==> config.mk <==
export PLATFORM = sky130hd
export DESIGN_NAME = ceq_effect
export DESIGN_NICKNAME = d
export VERILOG_FILES = /design/src/hdl/ceq_pkg.sv /design/src/hdl/ceq_effect.sv
export SDC_FILE = /design/constraint.sdc
export NUM_CORES = 1
export LEC_CHECK = 0
export ABC_AREA = 1
export BUFFER_PORTS_ARGS = -buffer_cell sky130_fd_sc_hd__buf_2
export CAP_MARGIN = 15
export CELL_PAD_IN_SITES_DETAIL_PLACEMENT = 0
export CELL_PAD_IN_SITES_GLOBAL_PLACEMENT = 1
export CORE_MARGIN = 2
export CORE_UTILIZATION = 23
export DETAILED_ROUTE_END_ITERATION = 10
export PLACE_DENSITY = 0.78
export SYNTH_ARGS = -nofsm -noshare
export SYNTH_HDL_FRONTEND = slang
export SYNTH_SLANG_ARGS = --single-unit
==> constraint.sdc <==
create_clock -name vclk -period 0.9
set_clock_uncertainty 0.1 [all_clocks]
set_input_delay 0.09 -clock vclk [all_inputs]
set_output_delay 0.09 -clock vclk [all_outputs]
set_load 0.01 [all_outputs]
==> src/hdl/ceq_pkg.sv <==
// shared types, codes and field widths of the coalescing event queue
package ceq_pkg;

  // field widths of the channel payloads
  localparam int unsigned KIND_W = 3;
  localparam int unsigned OP_W   = 2;
  localparam int unsigned ID_W   = 16;
  localparam int unsigned CNT_W  = 5;
  localparam int unsigned RK_W   = 2;

  // input commands
  localparam logic CMD_POST  = 1'b0;
  localparam logic CMD_DRAIN = 1'b1;

  // event kinds
  localparam logic [KIND_W-1:0] KIND_ITEM       = 3'd0;
  localparam logic [KIND_W-1:0] KIND_FRAME_TREE = 3'd1;
  localparam logic [KIND_W-1:0] KIND_MAP_FRAME  = 3'd2;
  localparam logic [KIND_W-1:0] KIND_LAYER_TREE = 3'd3;
  localparam logic [KIND_W-1:0] KIND_ROOT       = 3'd4;

  // event operations
  localparam logic [OP_W-1:0] OP_ADD    = 2'd0;
  localparam logic [OP_W-1:0] OP_REMOVE = 2'd1;
  localparam logic [OP_W-1:0] OP_UPDATE = 2'd2;

  // result kinds
  localparam logic [RK_W-1:0] RES_POST  = 2'd0;
  localparam logic [RK_W-1:0] RES_EVENT = 2'd1;
  localparam logic [RK_W-1:0] RES_EMPTY = 2'd2;

  // effect of a posted event on one queued entry
  typedef enum logic [1:0] {
    EFF_KEEP,
    EFF_DROP,
    EFF_CANCEL
  } effect_e;

  // sequencer states
  typedef enum logic [2:0] {
    ST_IDLE,
    ST_SCAN,
    ST_FINISH,
    ST_DRAIN,
    ST_EMPTY
  } state_e;

  // one result item
  typedef struct packed {
    logic [RK_W-1:0]   result_kind;
    logic [KIND_W-1:0] out_kind;
    logic [OP_W-1:0]   out_op;
    logic [ID_W-1:0]   out_first;
    logic [ID_W-1:0]   out_second;
    logic              appended;
    logic [CNT_W-1:0]  removed_count;
    logic              overflow;
    logic [CNT_W-1:0]  live_count;
    logic              last;
  } result_t;

endpackage

==> src/hdl/ceq_effect.sv <==
// compare unit: effect of the posted event on one queued entry
module ceq_effect import ceq_pkg::*; #(
  parameter int unsigned SW = 16
) (
  input  logic [KIND_W-1:0] new_kind_i,
  input  logic [OP_W-1:0]   new_op_i,
  input  logic [SW-1:0]     new_first_i,
  input  logic [SW-1:0]     new_second_i,
  input  logic [KIND_W-1:0] q_kind_i,
  input  logic [OP_W-1:0]   q_op_i,
  input  logic [SW-1:0]     q_first_i,
  input  logic [SW-1:0]     q_second_i,
  output effect_e           effect_o
);

  logic same_kind;
  logic same_ids;
  logic names_item;
  logic q_live_op;

  // shared equality terms
  assign same_kind  = (new_kind_i == q_kind_i);
  assign same_ids   = (new_first_i == q_first_i) && (new_second_i == q_second_i);
  assign names_item = (new_first_i == q_first_i) || (new_first_i == q_second_i);
  assign q_live_op  = (q_op_i == OP_ADD) || (q_op_i == OP_UPDATE);

  // decode by operation, then by kind
  always_comb begin
    effect_o = EFF_KEEP;
    unique case (new_op_i)
      OP_UPDATE: begin
        if (same_kind && (q_op_i == OP_UPDATE) && same_ids) effect_o = EFF_DROP;
      end
      OP_REMOVE: begin
        unique case (new_kind_i) inside
          KIND_FRAME_TREE, KIND_MAP_FRAME, KIND_LAYER_TREE: begin
            if (same_kind && same_ids) effect_o = EFF_CANCEL;
          end
          KIND_ITEM: begin
            if (names_item && q_live_op) begin
              effect_o = (q_kind_i == KIND_ITEM) ? EFF_CANCEL : EFF_DROP;
            end
          end
          KIND_ROOT: begin
            if ((q_kind_i == KIND_ROOT) && (new_first_i == q_first_i)) effect_o = EFF_CANCEL;
          end
          default: effect_o = EFF_KEEP;
        endcase
      end
      default: effect_o = EFF_KEEP;
    endcase
  end

endmodule

; ---- Yosys cells after proc, flatten, opt, wreduce, memory -nomap -nowiden
; Cells that the tools add are included.
[op_classes]
n_eq_ne = 12
muxes = 7
reduce_logical = 12
[ops]
columns = operator, n
row1 = $eq A16 B16 Y1, 3
row2 = $mux W2, 4
row3 = $eq A3 B2 Y1 const B, 2
row4 = $eq A3 B3 Y1 const B, 2
row5 = $logic_and A1 B1 Y1, 6
row6 = $logic_not A3 Y1, 2
row7 = $pmux W2 S3, 1
row8 = $eq A2 B2 Y1 const B, 2
row9 = $pmux W2 S2, 1
row10 = $eq A3 B1 Y1 const B, 1
row11 = $eq A3 B3 Y1, 1
row12 = $reduce_or A3 Y1, 1
row13 = $eq A2 B1 Y1 const B, 1
row14 = $logic_not A2 Y1, 1
row15 = $logic_or A1 B1 Y1, 2
row16 = $mux W1, 1
[word_totals]
in_bits = 74
out_inout_bits = 2
elab_cells = 31
regBits = 0

; ---- Depth between registers and ports, before layout
[depth]
word_depth = 6
ltp_mapped = 13
mapped_depth_nobuf = 13

; ---- Worst setup path before layout
; OpenSTA, ideal clock, no wires.
[synth_path]
kind = input to output
startpoint = in new_first_i[13]
endpoint = out effect_o[1]
setup_slack_ps = -181
required_ps = 710
path_stages = 11
n_path_buf = 0
arrival_time_ps = 891
cell_sequence = inv_1 nand2_1 nand2_1 nand2_1 nor2_1 nand2_1 nor2_2 nand3_1 nand2_1 nor2_1 nor2_1
[synth_via]
elab_chain_len = 6
elab_cells_between_ends = 12
cone_classes = eq/ne (2) / mux (5) / reduce/logical (5)
[synth_lines]
columns = item, line
row1 = start: declaration, ceq_effect.sv:7  ; input logic [SW-1:0] new_first_i,
row2 = $eq A16 B16 Y1 (on tied branches), "ceq_effect.sv:23, ceq_effect.sv:24, ceq_effect.sv:45"
row3 = $logic_or A1 B1 Y1 / $logic_and A1 B1 Y1 (equally long branches), "ceq_effect.sv:24, ceq_effect.sv:23"
row4 = $logic_and A1 B1 Y1 (on tied branches), "ceq_effect.sv:40, ceq_effect.sv:37"
row5 = $mux W2 (on tied branches), "ceq_effect.sv:40, ceq_effect.sv:37"
row6 = $pmux W2 S3 *, ceq_effect.sv:35  ; unique case (new_kind_i) inside
row7 = $pmux W2 S2 *, ceq_effect.sv:30  ; unique case (new_op_i)
row8 = end: declaration, ceq_effect.sv:13  ; output effect_e effect_o
; Every way passes the cells marked *; elsewhere a longest branch is shown, timed or not.

; ---- Worst setup path after layout
[layout_path]
startpoint = in new_first_i[5]
endpoint = out effect_o[1]
; The elaborated chain is that of the path after synthesis.

==> parameters.txt <==
Parameter                              Value

Cells and area
  Layout cells sized above 1 ... 31.8%
  Antenna diode count ... 0
  Sequential Area ... 0 µm²
  Area added between synthesis and finish ... 48.0%
  Number of clock buffer instances in the layout ... 0
  Cell area after layout ... 0.00177 mm²
  Number of nets in the layout ... 446
  Final design utilization ... 34.9%
  Number of fillers in the final layout ... roughly 600
  Sequential cell count ... 0

Critical path
  Category of the worst setup path launch point ... input port
  Most repeated library cell on the critical path ... sky130_fd_sc_hd__nand2_1
  Cell breakdown of the critical path ... buf_2 > inv_1 > nand2_1 > nand2_1 > nor2_1 > nand2_2 > clkinv_2 > nand2_2 > nor2_4 > nand3_1 > nand2_1 > nor2_1 > nor2_2 > buf_2
  Slowest cell on the critical path ... sky130_fd_sc_hd__nor2_4
  Critical path type ... in2out
  Worst setup EP type ... output port
  Top fanout value on the critical path ... 3
  CP Data Arrival Time ... between 1 and 1.5 ns
  Required arrival time at the worst endpoint ... around 0.7 ns
  Total buffers and inverters traversed by the critical path ... 4
  Max stage delay on crit path ... 0.13 ns
  Crit-path leading delay family ... simple AND/OR/NAND/NOR gates

Floorplan
  Total Die Area ... 0.00579 mm²
  Floorplan Core Area ... a little over 0.005 mm²
  Width of the die ... 76.1 µm
  Number of ports placed on the die boundary ... 76
  Height of the chip ... around 76 µm
  Row count ... 26
  Starting utilization of the core area ... 23.6%

Synthesis
  Mapped Area ... around 0.0012 mm²
  Fraction of synthesized cell area taken by the top area cell type ... 48.6%
  Synth Instances ... 288
  Library cell with the highest instance count after synthesis ... sky130_fd_sc_hd__nand2_1
  Synthesized area per cell ... 4.15 µm²
  Area contributors post-synth ... sky130_fd_sc_hd__nand2_1, sky130_fd_sc_hd__inv_1, sky130_fd_sc_hd__nor2_1
  Commonest cells in the netlist ... sky130_fd_sc_hd__nand2_1, sky130_fd_sc_hd__inv_1, sky130_fd_sc_hd__nor2_1
  Synth Net Count ... 364
  Yosys cell types ... 16
  Cell type contributing the most total cell area after synthesis ... sky130_fd_sc_hd__nand2_1
  Number of warnings issued by yosys ... 0
  Share of synthesized area occupied by flip-flops and latches ... 0%

Drt
  Detailed-route vias per instance ... between 3 and 4
  Routed len/inst ... 7.68 µm
  Routed wire length ... 3.36 mm
  DRC Markers ... 0
  Number of vias after detailed routing ... 1,648
  Initial DRT Pass Iterations ... 4
  ANT nets after route ... 0
  Number of DRC violations after detailed-routing iteration 0 ... 39

GRT
  GR Layer Usage met1 ... 14.2%
  Antenna violations before repair ... 0
  Global-route layer with the greatest usage ... met2
  Total GRT Usage ... 11.4%
  Total congestion overflow ... 0
  Maximum number of pins on one net before global-route repair ... 5
  Global routing usage on met2 ... 21.6%
  Vias in the first global route ... roughly 1,400
  Met3 Resource Use GR ... between 2 and 2.5%
  Wire length of the first global-routing pass ... 5.76 mm

Power and ir drop
  Total power draw ... 0.661 mW
  Static Leakage ... around 1.2 nW
  IR Drop Worst-Case VDD ... 126 µV
  Total power divided by cell area ... approximately 370 mW/mm²

Job
  Max-cap violations ... 0

Outcome
  Result of the run ... finished, violations left
  Violations in the final reports ... negative setup slack

STA
  Final setup vio count ... 2
  Peak clock frequency supported by timing ... around 0.74 GHz
  Time the worst path needs with I/O delays and setup ... 1.36 ns
  Final max-slew violation count ... 0
  Share of the cycle needed by the critical path after routing ... 151%
  Unrepaired setup endpoints after global routing ... yes
  Smallest setup slack after layout ... -0.460 ns
  Hold violation count in the final report ... 0
  Hold Slack ... 0.466 ns
  Relative slew slack ... 84.8%
  Actual transition at the worst max-transition pin ... 0.226 ns

Place
  Number of buffer cells added on primary ports ... 76
  HPWL after detailed placement ... 3.13 mm
  Worst setup slack after placement ... -0.586 ns
  Instance area at placement ... about 0.0017 mm²
  Final weighted congestion in routability-driven placement ... about 0.74

Clock tree
  Setup bufs post-CTS ... 0
  Number of buffers inserted for hold repair after clock tree synthesis ... 0

Hold path
  Path class of the lowest-slack min-delay path ... in2out
## cell usage in the layout (no fill, tap or decap)
| master | n |
|---|---|
| sky130_fd_sc_hd__buf_2 | 71 |
| sky130_fd_sc_hd__buf_4 | 6 |
| sky130_fd_sc_hd__buf_6 | 3 |
| sky130_fd_sc_hd__clkinv_1 | 1 |
| sky130_fd_sc_hd__clkinv_2 | 1 |
| sky130_fd_sc_hd__ha_1 | 2 |
| sky130_fd_sc_hd__inv_1 | 52 |
| sky130_fd_sc_hd__inv_2 | 15 |
| sky130_fd_sc_hd__nand2_1 | 148 |
| sky130_fd_sc_hd__nand2_2 | 10 |
| sky130_fd_sc_hd__nand3_1 | 5 |
| sky130_fd_sc_hd__nand3b_1 | 1 |
| sky130_fd_sc_hd__nor2_1 | 27 |
| sky130_fd_sc_hd__nor2_2 | 8 |
| sky130_fd_sc_hd__nor2_4 | 1 |
| sky130_fd_sc_hd__nor3_1 | 1 |
| sky130_fd_sc_hd__nor4_1 | 1 |
| sky130_fd_sc_hd__o21ai_0 | 1 |
| sky130_fd_sc_hd__o22ai_2 | 1 |
| sky130_fd_sc_hd__xnor2_1 | 9 |
| sky130_fd_sc_hd__xnor2_2 | 1 |
| sky130_fd_sc_hd__xor2_1 | 3 |
## worst paths after layout
path,endpoint,cells past startpoint,start,slack (ns)
setup / recovery,effect_o[1],14,new_first_i[5],-0.46
hold / removal,effect_o[0],5,q_op_i[0],0.47
## where the power goes
group	leakage, nW	internal (mW)	switching, mW
logic	1.21	0.311	0.351
registers	0	0	0
clock network	0	0	0
total	1.21	0.311	0.351
## metrics by stage
step,std cells,setup TNS [ns]
6_report,438,-0.858
3_3_place_gp,438,-1.16
3_5_place_dp,438,-1.15
4_1_cts,438,-0.919
5_1_grt,438,-1.16
2_1_floorplan,288,-0.277
## cell type report
cell class | count | area, µm² | area share [%]
timing repair buffer | 80 | 434 | 24.5
inverter | 69 | 260 | 14.7
multi-input combinational | 219 | 988 | 55.8
tap | 70 | 87.6 | 4.95
## metal layers
layer,up-vias,routed length (µm)
li1,971,-
met1,632,1550
met2,45,1570
met3,0,234
met4,0,0
met5,-,0
## timing repair
action	4_1_cts	5_1_grt
gates cloned	0	0
resized for setup	17	9
pin swaps	14	3
endpoints found under the setup margin	2	2
## worst min-delay path: stages
cell and delay (ns):
sky130_fd_sc_hd__buf_2 0.09, sky130_fd_sc_hd__inv_1 0.04, sky130_fd_sc_hd__nand2_2 0.07, sky130_fd_sc_hd__o22ai_2 0.05
sky130_fd_sc_hd__buf_2 0.13
## cell families after synthesis
logic type | count (synthesis) | synth area share (%)
AO/OA/AOI/OAI | 2 | 0.941
AND/OR/NAND/NOR | 202 | 65.8
XOR/XNOR | 13 | 9.52
buffers and inverters | 69 | 21.7
adder cells (fa/ha/maj) | 2 | 2.09
No activity file was read; power rests on OpenSTA's default activity.
